File: config.mk
export PLATFORM = sky130hd
export DESIGN_NAME = cms_store
export DESIGN_NICKNAME = d
export VERILOG_FILES = /design/src/design/cms_pkg.sv /design/src/design/cms_store.sv
export SDC_FILE = /design/constraint.sdc
export NUM_CORES = 2
export LEC_CHECK = 0
export ABC_CLOCK_PERIOD_IN_PS = 12200
export BUFFER_PORTS_ARGS = -buffer_cell sky130_fd_sc_hd__buf_2
export CORE_MARGIN = 1.5
export CORE_UTILIZATION = 50
export CTS_CLUSTER_DIAMETER = 80
export CTS_CLUSTER_SIZE = 14
export DETAILED_ROUTE_END_ITERATION = 10
export PLACE_DENSITY = 0.73
export SLEW_MARGIN = 15
export SYNTH_ARGS = -nofsm -noshare
export SYNTH_HDL_FRONTEND = slang
export SYNTH_SLANG_ARGS = --single-unit
File: constraint.sdc
create_clock -name clk -period 12.2 [get_ports clk]
set_input_delay 2.44 -clock clk [delete_from_list [all_inputs] [get_ports clk]]
set_output_delay 2.44 -clock clk [all_outputs]
set_load 0.01 [all_outputs]
File: src/design/cms_pkg.sv
//------------------------------------------------------------------------------
// cms_pkg: shared types and constants of the complex set magnitude sorter
// Holds the data widths, the sequencer states and the square-root request.
//------------------------------------------------------------------------------
package cms_pkg;

	localparam int unsigned ValW  = 16;
	localparam int unsigned SqW   = 32;
	localparam int unsigned SumW  = 22;
	localparam int unsigned ProdW = 32;
	localparam int unsigned FracW = 8;

	typedef enum logic [3:0] {
		ST_LOAD,
		ST_MUL,
		ST_SAT,
		ST_RD_I,
		ST_RD_J,
		ST_CMP,
		ST_SWAP,
		ST_OUT_RD,
		ST_OUT_SQRT,
		ST_OUT_WAIT,
		ST_OUT_SEND
	} cms_state_t;

	typedef struct packed {
		logic             start;
		logic [SqW-1:0]   radicand;
	} cms_sqrt_req_t;

	typedef struct packed {
		logic             done;
		logic [ValW-1:0]  root;
	} cms_sqrt_rsp_t;

endpackage

File: src/design/cms_store.sv
//------------------------------------------------------------------------------
// cms_store: element memory of the sorter
// One write port and one read port, read data registered.
//------------------------------------------------------------------------------
module cms_store import cms_pkg::*; #(
	parameter int unsigned DEPTH = 64
) (
	input  logic                     clk,
	input  logic                     we,
	input  logic [$clog2(DEPTH)-1:0] waddr,
	input  logic [2*ValW+SqW-1:0]    wdata,
	input  logic [$clog2(DEPTH)-1:0] raddr,
	output logic [2*ValW+SqW-1:0]    rdata
);

	logic [2*ValW+SqW-1:0] mem [DEPTH];

	// write and registered read
	always_ff @(posedge clk) begin
		if (we) begin
			mem[waddr] <= wdata;
		end
		rdata <= mem[raddr];
	end

endmodule

==> results.py <==
metrics = {
    "grt": {
        "grt_max_degree": 110,
        "grt_pass1_vias": 75306,
        "grt_pass1_wl_um": 567000,
        "antenna_found_initial": 42,
        "groute.usage.overall": 0.255,
        "gr-total-overflow": 0,
    },
    "placed_design": {
        "place.gp.congestion": 0.798,
        "portBuffers": 141,
        "dp_cells": 10706,
        "dp_hpwl_um": 211000,
        "placed_cell_area_mm2": 0.163,
    },
    "clock_tree": {
        "cts_tree": "yes",
        "cts-buffers-inserted": 340,
        "post-cts-setup-buffer-count": 0,
        "cts.sinks": 4160,
        "hold_buffers": 0,
        "clkLatencyLatePin_ns": 0.91,
        "cts-root-buf": "clkbuf_16",
        "post_cts_resized": 0,
        "htree_levels": 5,
        "clockBufferDepth": 4,
        "clk_pin_slew_ns": 0.07,
    },
    "synth": {
        "synth_cell_types": 33,
        "yosys.area.top_type": "edfxtp_1",
        "synth_edf_count": 4096,
        "yosys.area.top_type_share": 0.787,
        "syn_inst": 6598,
        "synth-main-ff-cell": "edfxtp_1",
        "ys.warnings.count": 0,
        "ys_seq_area_frac": 0.795,
        "synthArstFlopShare": 0,
        "syn_avg_cell_area_um2": 23.7,
        "ys_top_cells_by_area": "edfxtp_1 79%, mux4_2 15%, mux2i_1 0.86%",
        "netlist_area_mm2": 0.156,
        "ys_ff_latch": 4160,
        "synth_fp_nets": 6676,
    },
    "setup_path": {
        "worst_ep_required_time_ns": 12.95,
        "path_delay_family": "buffers and inverters",
        "arrival_ns": 6.31,
        "path_cells": "buf_8 -> buf_4 -> buf_4 -> mux4_2 -> or3_1 -> a41oi_1 -> a211oi_1",
        "crit_type": "primary input to register",
        "start_kind": "primary input",
        "path_max_fanout": 64,
        "slowest_delay_ns": 0.86,
        "worst-path-buf-inv": 3,
        "endpoint_kind": "register",
        "crit_top_cell": "buf_4",
        "cpMaxStageDelayCell": "buf_4",
    },
    "drt": {
        "ant_nets": 0,
        "avgRoutedWirePerCell_um": 35.8,
        "route.vias.total": 75390,
        "drc": 0,
        "finalWirelength_um": 403000,
        "vias_per_cell": 6.69,
        "drt-initial-drc-count": 11413,
        "drtPass1Iterations": 6,
    },
    "floorplanning": {
        "die_w_um": 562,
        "dieArea_mm2": 0.316,
        "fp-row-count": 205,
        "top_level_ports": 142,
        "die_h_um": 562,
        "initial_utilization": 0.502,
        "core_mm2": 0.311,
    },
    "power_and_ir_drop": {
        "vdd_drop_max_mv": 0.139,
        "p_leak_nw": 52.8,
        "power_density_mw_per_mm2": 158,
        "power_mw": 27.2,
    },
    "min_path": {
        "hold_path.class": "register to register",
    },
    "cells_and_area": {
        "nets": 6989,
        "final_cell_count_no_fill": 11275,
        "syn_to_final_growth_pct": 10.2,
        "drive_gt1_frac": 0.258,
        "design_area_mm2": 0.172,
        "fill_cells": 22200,
    },
    "timing": {
        "worst_slew_pin_slew_ns": 1.22,
        "fin_crit_sh": 0.456,
        "finalClockSkew_ns": 0.0496,
        "hold_viol_final": 0,
        "slew_violations": 0,
        "fin_crit_ns": 5.56,
        "fmax_ghz": 0.180,
        "finalSetupViolCount": 0,
        "tns_ns": 0,
        "relSlewSlack": 0.187,
        "whs_ns": 0.843,
        "rsz0062_at_grt": "no",
    },
    "run": {
        "cap_violations": 0,
    },
    "outcome": {
        "status": "finished, final reports clean",
    },
}
## area by class of cell
| cell class | count | area [µm²] | area share |
|---|---|---|---|
| flip-flops and latches | 4160 | 124000 | 0.721 |
| multi-input cells | 2049 | 30800 | 0.179 |
| clock buffers | 513 | 9270 | 0.0538 |
| well taps | 4140 | 5180 | 0.0301 |
| repair buffers | 341 | 2430 | 0.0141 |
| clock inverters | 16 | 258 | 0.00150 |
| diodes | 37 | 92.6 | 0.000537 |
| inverters | 19 | 71.3 | 0.000414 |
## per-stage QoR
step | worst slack [ns] | utilization
CTS | 6.78 | 0.553
global route | 6.58 | 0.553
detailed placement | 5.78 | 0.522
global placement | 5.81 | 0.522
floorplan | 4.32 | -
finish | 6.64 | 0.554
## metal layers
metal  GRT usage  wire length [µm]  up-vias
met1       0.353            148000    40561
met2       0.404            194000     5036
met3      0.0493             45300      805
met5           0                56        -
li1            -                 -    28980
met4      0.0997             16300        8
## final timing paths
kind	startpoint	endpoint	slack [ns]	cells past startpoint
max	raddr[2]	rdata[52]	6.64	7
min	mem[47][30]	rdata[30]	0.84	4
max reg2reg	mem[12][14]	rdata[14]	10.05	5
min reg2reg	mem[47][30]	rdata[30]	0.84	4
## tightest hold or removal path: stages, from the launching register on
cell and delay, ns:
edfxtp_1 0.32, mux4_2 0.22, a22oi_1 0.06, nand3_1 0.08, and3_1 0.14
## report_power, final
group | total, mW | leakage, nW | internal (mW) | switching (mW)
clock network | 10.0 | 4.57 | 5.23 | 4.78
registers | 15.9 | 37.4 | 15.8 | 0.0738
logic | 1.30 | 10.9 | 0.482 | 0.817
total | 27.2 | 52.8 | 21.5 | 5.67
## cells in the final DEF, fill, tap and decap left out, types with 29 or more instances in the layout
cell,n
a211oi_1,63
a22o_1,88
a22oi_1,168
and3_1,64
buf_2,135
buf_4,190
clkbuf_1,167
clkbuf_16,345
dfxtp_1,64
diode_2,37
edfxtp_1,4096
mux2i_1,135
mux4_2,1024
nand2_1,56
nand3_1,45
nor2_1,47
nor2_4,65
o221ai_1,38
o22ai_1,83
or3_1,29
## sequential cells by signal (all words and copies together), names as in the netlist
name   cells
mem     4096
rdata     64
## cell usage after synthesis, types with 2 or more instances
library cell / instances
a2bb2oi_1: 19
or3_1: 29
nand3b_1: 2
buf_1: 20
nand3_1: 45
and2_1: 3
edfxtp_1: 4096
nor2b_1: 28
dfxtp_1: 64
buf_6: 6
o221ai_1: 38
a22o_1: 88
a22oi_1: 168
nand2b_1: 11
a41oi_1: 26
buf_2: 170
nand4_1: 2
o22ai_1: 83
nor2_1: 112
a211oi_1: 63
mux2i_1: 135
inv_1: 19
mux4_2: 1024
or2_2: 28
nand2_1: 58
nor3_1: 2
a31oi_1: 18
buf_4: 34
clkbuf_1: 140
and3_1: 64
## logic make-up (layout without fill, tap and decap cells)
group,after synthesis,after routing,synth area share
simple gates,386,386,0.0124
mux,1159,1159,0.156
flops,4160,4160,0.795
buf+inv,389,889,0.0118
compound gates,504,504,0.0248
other cells,0,37,0
Power figures use the tool's default switching activity.
