### src/design/cms_pkg.sv
//------------------------------------------------------------------------------
// cms_pkg: shared types and constants of the complex set magnitude sorter
// Holds the data widths, the sequencer states and the square-root request.
//------------------------------------------------------------------------------
package cms_pkg;

	localparam int unsigned ValW  = 16;
	localparam int unsigned SqW   = 32;
	localparam int unsigned SumW  = 22;
	localparam int unsigned ProdW = 32;
	localparam int unsigned FracW = 8;

	typedef enum logic [3:0] {
		ST_LOAD,
		ST_MUL,
		ST_SAT,
		ST_RD_I,
		ST_RD_J,
		ST_CMP,
		ST_SWAP,
		ST_OUT_RD,
		ST_OUT_SQRT,
		ST_OUT_WAIT,
		ST_OUT_SEND
	} cms_state_t;

	typedef struct packed {
		logic             start;
		logic [SqW-1:0]   radicand;
	} cms_sqrt_req_t;

	typedef struct packed {
		logic             done;
		logic [ValW-1:0]  root;
	} cms_sqrt_rsp_t;

endpackage

### src/design/cms_sqrt.sv
//------------------------------------------------------------------------------
// cms_sqrt: iterative integer square root
// Resolves one result bit per cycle.
//------------------------------------------------------------------------------
module cms_sqrt import cms_pkg::*; (
	input  logic          clk,
	input  logic          arst_n,
	input  cms_sqrt_req_t req,
	output cms_sqrt_rsp_t rsp
);

	logic [SqW-1:0]  rem_q;
	logic [SqW-1:0]  res_q;
	logic [SqW-1:0]  bit_q;
	logic            busy_q;
	logic            done_q;
	logic [SqW-1:0]  trial;

	assign trial = res_q + bit_q;

	// run the digit recurrence, one step a cycle
	always_ff @(posedge clk or negedge arst_n) begin
		if (!arst_n) begin
			busy_q <= 1'b0;
			done_q <= 1'b0;
		end else begin
			done_q <= 1'b0;
			if (req.start) begin
				busy_q <= 1'b1;
				rem_q  <= req.radicand;
				res_q  <= '0;
				bit_q  <= SqW'(1) << (SqW - 2);
			end else if (busy_q) begin
				if (rem_q >= trial) begin
					rem_q <= rem_q - trial;
					res_q <= (res_q >> 1) + bit_q;
				end else begin
					res_q <= res_q >> 1;
				end
				bit_q <= bit_q >> 2;
				if (bit_q == SqW'(1)) begin
					busy_q <= 1'b0;
					done_q <= 1'b1;
				end
			end
		end
	end

	assign rsp = '{done: done_q, root: res_q[ValW-1:0]};

endmodule

### config.mk
export PLATFORM = sky130hd
export DESIGN_NAME = cms_sqrt
export DESIGN_NICKNAME = d
export VERILOG_FILES = /design/src/design/cms_pkg.sv /design/src/design/cms_sqrt.sv
export SDC_FILE = /design/constraint.sdc
export NUM_CORES = 1
export LEC_CHECK = 0
export BUFFER_PORTS_ARGS = -buffer_cell sky130_fd_sc_hd__buf_4
export CORE_MARGIN = 2
export CORE_UTILIZATION = 49
export DETAILED_ROUTE_END_ITERATION = 7
export PLACE_DENSITY = 0.67
export SLEW_MARGIN = 20
export SYNTH_ARGS = -nofsm -noshare
export SYNTH_HDL_FRONTEND = slang
export SYNTH_SLANG_ARGS = --single-unit
### constraint.sdc
create_clock -name clk -period 6.15 [get_ports clk]
set_input_delay 0.9225 -clock clk [delete_from_list [all_inputs] [get_ports clk]]
set_output_delay 0.9225 -clock clk [all_outputs]
set_load 0.02 [all_outputs]
==> results_dict.tcl, run 1 <==
set metrics [dict create \
    layout.cells.non_filler 1372 \
    synth.distinct_cells 84 \
    worstRegToRegCells 21 \
    initial_utilization 0.499 \
    cts_setup_buffers 0 \
    ys_ff_latch 98 \
    grt_pass1_wl_um 39100 \
    netlist_area_um2 9710 \
    wl_per_cell_um 17.7 \
    min_to "res_q[18]" \
    vias 8239 \
    slew_viol_final 0 \
    reg2reg_slack_ns 0.85 \
    seq_area_frac_synth 0.302 \
    numCtsBuffers 9 \
    period_minus_slack_ns 5.30 \
    grt_pass1_vias 7514 \
    routed_wl_um 24300 \
    cp.arrival_ns 5.40 \
    clock_sinks 98 \
    maxCapViolations 0 \
    ys_warn_count 0 \
    whs_ns 0.699 \
    synth_edf_count 96 \
    grt_max_degree 72 \
    antenna_found_initial 0 \
    cts_hold_buf 0 \
    path_clk_slew_ns 0.08 \
    final-setup-viol-count 0 \
    finalHoldViolCount 0 \
    endpoint_kind "register" \
    gp_congestion 0.877 \
    rows 51 \
    finalNetCount 1234 \
    worstPathRequired_ns 6.25 \
    clk_latency_ns 0.37 \
    cts_root_buffer "clkbuf_16" \
    yosys-top-cells-area "edfxtp_1 30%, ha_1 12%, nor2_1 4.5%" \
    dp_cells 1356 \
    critPathKind "register to register" \
    pre_cts_ws_ns 0.940 \
    dpl.hpwl_um 18100 \
    drive_gt1_frac 0.0894 \
    numPortBuffers 51 \
    diodes 0 \
    tritoncts "built" \
    hp-start "res_q[18]" \
    synthCells 1095 \
    yosysMostFrequentCell "nor2_1" \
    skew_ns 0.0139 \
    drt_iter0_markers 616 \
    syn_nets 1227 \
    rsz0062_at_grt "no" \
    synth_largest_area_cell "edfxtp_1" \
    tightest_slew_ns 0.943 \
    die_w_um 145 \
    synthFlopType "edfxtp_1" \
    drt.antenna.violating_nets 0 \
    slew_headroom 0.371 \
    r2r-end "res_q[17]" \
    first_pass_iters 5 \
    fin_tns_setup_ns 0 \
    die_y_um 145 \
    syn_area_per_cell_um2 8.87 \
    post-route-period-util 0.862 \
    clock_path_buffers 2 \
    detail_route.vias_per_cell 6.01 \
    syn_to_final_growth_pct 7.45 \
    timing.fmax_mhz 189 \
    cp_max_fo 31 \
    grt_usage 0.236 \
    async_reset_ff_frac 0.0204 \
    hold_depth 2 \
    dieArea_um2 21000 \
    core_um2 19500 \
    timing.final.ws_setup_ns 0.851 \
    synth_top_cells_by_count "116 x nor2_1, 96 x edfxtp_1, 94 x ha_1, 87 x nand2_1, 84 x a21oi_1" \
    r2r-start "bit_q[0]" \
    status "complete, no violations" \
    drc_errors 0 \
    cts_resized 0 \
    grt_overflow_total 0 \
    startpoint_type "register" \
    hold_path_class "register to register" \
    synth_top_area_frac 0.297 \
    ctsHtreeMaxLevel 3 \
    pin_count 52 \
]
[cell families (layout without fill, tap and decap cells)]
logic type	Yosys count	after routing	share of synthesized area
compound gates	360	360	0.246
xor+xnor	77	77	0.0694
fa+ha+maj	97	97	0.127
buf+inv	84	96	0.0462
flops	98	98	0.302
mux	43	43	0.0450
simple gates	336	336	0.164
[cell type report]
type / count / area [µm²]
repair buffers: 57 / 428
multi-input cells: 913 / 6330
clock buffers: 10 / 229
fillers: 1821 / 9030
well taps: 265 / 332
flip-flops and latches: 98 / 2930
inverters: 23 / 86.3
clock inverters: 6 / 96.3
[worst max-delay path, cell delays in order, from the launching register on]
cell       delay (ns)
edfxtp_1         0.41
ha_1             0.21
inv_1            0.07
fa_1             0.40
nor2b_1          0.16
o2111ai_1        0.11
and3_1           0.18
o21bai_1         0.32
a41o_1           0.35
o2111ai_1        0.16
a31oi_1          0.23
xnor2_1          0.11
ha_1             0.41
and4_1           0.32
nand4_1          0.13
nor4b_2          0.31
a32oi_1          0.08
and3_1           0.24
buf_4            0.25
inv_2            0.24
mux2i_1          0.22
o22ai_1          0.10
[metrics by stage]
step,area (µm²),util
finish,10400,0.536
floorplan,9710,-
global placement,10100,0.520
CTS,10400,0.536
detailed placement,10100,0.520
global route,10400,0.536
[worst max-delay path by stage]
| stage | startpoint | endpoint | slack (ns) | cells past startpoint |
|---|---|---|---|---|
| floorplan | bit_q[0] | rem_q[0] | 0.87 | 22 |
| global placement | bit_q[0] | res_q[9] | 1.06 | 21 |
| detailed placement | bit_q[0] | res_q[9] | 0.94 | 21 |
| CTS | bit_q[0] | res_q[9] | 0.90 | 21 |
| global route | bit_q[0] | res_q[1] | 0.35 | 22 |
| finish | bit_q[0] | res_q[17] | 0.85 | 21 |
[sequential cells by signal, indices dropped and copies added (netlist names)]
signal and flops:
busy_q 1, res_q 32, done_q 1, bit_q 32, rem_q 32
[cells in the final DEF, fill, tap and decap left out, types with 18 or more instances in the layout]
cell type  netlist  layout
ha_1            94      94
inv_1           22      22
mux2i_1         38      38
edfxtp_1        96      96
a21oi_1         84      84
a211oi_1        31      31
nor2_1         116     116
xor2_1          40      40
o21ai_1         37      37
buf_4           19      57
xnor2_1         37      37
nand2_1         87      87
nor3_1          18      18
o21a_1          20      20
a21o_1          36      36
o21ai_0         50      50
[metal layers]
metal	GRT usage	up-vias	share of wire
li1	-	4154	-
met1	0.362	3874	0.52
met2	0.358	190	0.43
met3	0.0168	21	0.038
met4	0.0598	0	0.012
met5	0	-	0
Power of run 1 is not shown: default switching activity piles up to over one toggle a cycle in this logic, so the estimate is an artifact.
==> run 2: changes to the inputs <==
--- a/config.mk
+++ b/config.mk
@@ -9,7 +9,9 @@
 export CORE_MARGIN = 2
 export CORE_UTILIZATION = 49
 export DETAILED_ROUTE_END_ITERATION = 7
-export PLACE_DENSITY = 0.67
+export MAX_ROUTING_LAYER = met4
+export PLACE_DENSITY = 0.7
+export SKIP_LAST_GASP = 1
 export SLEW_MARGIN = 20
 export SYNTH_ARGS = -nofsm -noshare
 export SYNTH_HDL_FRONTEND = slang
==> constraint.sdc (replaced) <==
create_clock -name clk -period 4.65 [get_ports clk]
set_input_delay 0.6975 -clock clk [delete_from_list [all_inputs] [get_ports clk]]
set_output_delay 0.6975 -clock clk [all_outputs]
set_load 0.02 [all_outputs]
==> results_dict.tcl, run 2 (same netlist as run 1, synthesis figures left out) <==
set metrics [dict create \
    whs_ns 0.500 \
    utilization 0.623 \
    diodes 0 \
    pin_count 52 \
    slew_viol_final 0 \
    ctsHtreeMaxLevel 3 \
    detail_route.vias_per_cell 5.88 \
    grt_max_degree 72 \
    drt.antenna.violating_nets 0 \
    pre_cts_ws_ns -0.223 \
    cts_root_buffer "clkbuf_16" \
    path_clk_slew_ns 0.08 \
    dpl.hpwl_um 19200 \
    cp.arrival_ns 4.84 \
    layout_commonest_cell "buf_4" \
    tritoncts "built" \
    clk_latency_ns 0.36 \
    timing.final.ws_setup_ns -0.107 \
    vias 8928 \
    violations "negative setup slack" \
    finalNetCount 1380 \
    grt_overflow_total 0 \
    wl_per_cell_um 17.6 \
    drive_gt1_frac 0.261 \
    dieArea_um2 21000 \
    first_pass_iters 5 \
    clock_sinks 98 \
    topRoutingLayerUsed "met4" \
    clock_path_buffers 2 \
    numPortBuffers 51 \
    finalHoldViolCount 0 \
    final-setup-viol-count 9 \
    reg_top3 "bit_q (32), rem_q (32), res_q (32)" \
    antenna_found_initial 0 \
    maxCapViolations 0 \
    fin_area_um2 12100 \
    core_um2 19500 \
    met1_length_um 12700 \
    status "finished, violations left" \
    endpoint_kind "register" \
    critPathKind "register to register" \
    grt_pass1_vias 8236 \
    grt_usage 0.252 \
    period_minus_slack_ns 4.76 \
    place_area_um2 11100 \
    routed_wl_um 26700 \
    die_y_um 145 \
    crit_slowest_cell "edfxtp_1" \
    drc_errors 0 \
    hold_path_class "primary input to async pin" \
    startpoint_type "register" \
    dr_wl_met2_um 12200 \
    grt_pass1_wl_um 41100 \
    nFillCells 1608 \
    rows 51 \
    gp_congestion 0.908 \
    worstPathRequired_ns 4.73 \
    wl_met3_um 1390 \
    critPathTopFamily "compound AO/OA/AOI/OAI gates" \
    numCtsBuffers 9 \
    tightest_slew_ns 0.975 \
    timing.fmax_mhz 210 \
    post-route-period-util 1.02 \
    cp_max_fo 8 \
    syn_to_final_growth_pct 24.8 \
    critical_path.max_stage_delay_ns 0.45 \
    crit_buf_inv 5 \
    die_w_um 145 \
    crit_chain "ha_1 -> a21o_1 -> or3_4 -> buf_6 -> o211ai_1 -> a21oi_1 -> or3_1 -> a21oi_2 -> xor2_1 -> ha_1 -> buf_6 -> nand2_2 -> and3_1 -> o21ai_2 -> a32oi_2 -> and3_4 -> buf_12 -> buf_12 -> buf_4 -> nor2_4 -> a21oi_2 -> a211oi_2" \
    skew_ns 0.00826 \
    final_cell_mix "187 x buf_4, 107 x nor2_1, 96 x edfxtp_1, 88 x ha_1, 85 x nand2_1" \
    rsz0062_at_grt "yes" \
    initial_utilization 0.499 \
    cts_hold_buf 0 \
    slew_headroom 0.350 \
    drt_iter0_markers 847 \
]
## run 2: changes by cell type in the layout (fill, tap and decap cells not counted), moves of 5 or more
cell,before,now
buf_4,57,187
a21oi_1,84,68
a21oi_2,0,14
nor2_1,116,107
a211oi_1,31,23
buf_6,0,8
a211oi_2,0,7
ha_1,94,88
and3_4,0,5
buf_12,0,5
nor2_2,0,5
## run 2: path summary, 6_finish.rpt
path	start	to	slack (ns)	cells after the start
setup reg to reg	res_q[11]	res_q[3]	-0.11	22
setup / recovery	res_q[11]	res_q[3]	-0.11	22
hold / removal	arst_n	busy_q	0.50	1
min in group clk	req[28]	rem_q[28]	0.61	3
max in group asynchronous	arst_n	busy_q	3.54	1
hold reg to reg	res_q[29]	res_q[29]	0.71	2
## run 2: per-stage QoR
step	std cells	TNS, ns
floorplan	1095	0
global placement	1476	-2.96
detailed placement	1476	-10.0
CTS	1493	-0.0717
global route	1518	-6.28
finish	1518	-0.348
## run 2: layout make-up
type | count | area [µm²] | area share
well taps | 265 | 332 | 0.0274
flip-flops and latches | 98 | 2930 | 0.242
multi-input cells | 914 | 6850 | 0.565
inverters | 23 | 86.3 | 0.00712
repair buffers | 202 | 1640 | 0.136
clock inverters | 7 | 51.3 | 0.00423
clock buffers | 9 | 225 | 0.0186
## run 2: repair_timing
| action | CTS | global route |
|---|---|---|
| cloned | 0 | 3 |
| endpoints found under the setup margin | 66 | 71 |
| buffers inserted | 1 | 23 |
| pin swaps | 6 | 72 |
| resized for setup | 10 | 103 |
## run 2: metal layers
layer	vias up	GRT usage
met5	-	-
met4	0	0.0695
met3	26	0.0253
met2	237	0.386
met1	4222	0.356
li1	4443	-
Power of run 2 is left out for the same reason.
==> run 3: changes to the inputs <==
--- a/config.mk
+++ b/config.mk
@@ -11,6 +11,7 @@
 export DETAILED_ROUTE_END_ITERATION = 7
 export MAX_ROUTING_LAYER = met4
 export PLACE_DENSITY = 0.7
+export SETUP_SLACK_MARGIN = 0.15
 export SKIP_LAST_GASP = 1
 export SLEW_MARGIN = 20
 export SYNTH_ARGS = -nofsm -noshare
==> results_dict.tcl, run 3 (same netlist as run 1, synthesis figures left out) <==
set metrics [dict create \
    numPortBuffers 51 \
    topRoutingLayerUsed "met4" \
    dr_wl_met2_um 12000 \
    worstPathRequired_ns 4.88 \
    endpoint_kind "register" \
    grt_pass1_vias 8251 \
    die_w_um 145 \
    hold_path_class "primary input to register" \
    drt.antenna.violating_nets 0 \
    drc_errors 0 \
    startpoint_type "register" \
    r2r-start "bit_q[12]" \
    grt_overflow_total 0 \
    antenna_found_initial 0 \
    gp_congestion 0.915 \
    period_minus_slack_ns 4.56 \
    clock_sinks 98 \
    timing.fmax_mhz 219 \
    initial_utilization 0.499 \
    final-setup-viol-count 0 \
    syn_to_final_growth_pct 19.9 \
    clock_path_buffers 2 \
    tightest_slew_ns 0.902 \
    detail_route.vias_per_cell 6.03 \
    cts_root_buffer "clkbuf_16" \
    startpoint "bit_q[12]" \
    skew_ns 0.0120 \
    final_cell_mix "161 x buf_4, 114 x nor2_1, 96 x edfxtp_1, 91 x ha_1, 87 x nand2_1" \
    pin_count 52 \
    dp_cells 1448 \
    grt_pass1_wl_um 42300 \
    diodes 0 \
    drive_gt1_frac 0.215 \
    clk_latency_ns 0.36 \
    path_clk_slew_ns 0.07 \
    numCtsBuffers 9 \
    maxCapViolations 0 \
    layout.cells.non_filler 1484 \
    core_um2 19500 \
    critPathKind "register to register" \
    cp.arrival_ns 4.79 \
    ctsHtreeMaxLevel 3 \
    hp-start "req[21]" \
    routed_wl_um 26800 \
    grt_usage 0.261 \
    post-route-period-util 0.980 \
    finalHoldViolCount 0 \
    die_y_um 145 \
    slew_headroom 0.399 \
    slew_viol_final 0 \
    drt_iter0_markers 945 \
    tritoncts "built" \
    wl_per_cell_um 18.1 \
    first_pass_iters 5 \
    rows 51 \
    cp_max_fo 7 \
    layout_commonest_cell "buf_4" \
    rsz0062_at_grt "yes" \
    vias 8954 \
    grt_max_degree 67 \
    wl_met3_um 1470 \
    dieArea_um2 21000 \
    reg_top3 "bit_q (32), rem_q (32), res_q (32)" \
    met1_length_um 12900 \
    status "complete, no violations" \
    finalNetCount 1346 \
    dpl.hpwl_um 19300 \
]
[run 3: cell count changes in the layout (fill, tap and decap cells not counted), sizes merged]
cell,previous run,this run
clkinv,4,2
clkinvlp,0,3
clkbuf,11,12
buf,200,166
o21a,20,21
and3,16,15
inv,26,24
[run 3: worst max-delay path, cell delays in order, from the launching register on]
cell	delay [ns]
edfxtp_1	0.42
ha_1	0.32
a21o_1	0.20
or3_4	0.35
o22a_1	0.26
o211ai_1	0.18
a21oi_2	0.11
or3_1	0.34
a21oi_2	0.16
xor2_1	0.08
ha_1	0.35
nand4_1	0.12
nor2_2	0.14
nor4b_4	0.24
nand3_1	0.12
and3_4	0.24
buf_12	0.17
nand2b_4	0.14
a2111o_1	0.41
nand3_2	0.06
[run 3: per-layer routing]
metal / up-vias / GRT usage
li1: 4375 / -
met1: 4242 / 0.375
met2: 305 / 0.393
met3: 32 / 0.0240
met4: 0 / 0.0807
met5: - / -
[run 3: worst paths after layout]
| path | to | slack, ns | cells after the start |
|---|---|---|---|
| max in group asynchronous | busy_q | 3.38 | 2 |
| worst max register to register | res_q[31] | 0.09 | 19 |
| worst min register to register | res_q[24] | 0.70 | 2 |
| worst max-delay path | res_q[31] | 0.09 | 19 |
| min in group asynchronous | busy_q | 0.67 | 2 |
| worst min-delay path | rem_q[21] | 0.61 | 3 |
[run 3: area by class of cell]
type,count,area [µm²]
clock buffers,11,233
inverters,23,98.8
clock inverters,5,40.0
repair buffers,167,1320
multi-input cells,914,6670
fillers,1672,7820
well taps,265,332
flip-flops and latches,98,2930
repair inverters,1,8.76
[run 3: metrics by stage]
stage                util  area (µm²)  hold slack [ns]  setup slack, ns  TNS (ns)
floorplan               -        9750            0.402           0.0666         0
global placement    0.557       10800            0.657           0.0366         0
detailed placement  0.557       10800            0.667           -0.104     -3.68
CTS                 0.580       11300            0.599           0.0988         0
global route        0.598       11600            0.616          -0.0989     -1.73
finish              0.598       11600            0.606           0.0933         0
[run 3: timing repair]
item                       4_1_cts  5_1_grt
gates resized for setup         24       46
setup endpoints to repair       70       75
setup buffers                    2       14
pin swaps                       10       23
hold endpoints to repair         0        0
hold buffers                     0        0
gates cloned                     2        2
Power of run 3 is left out for the same reason.
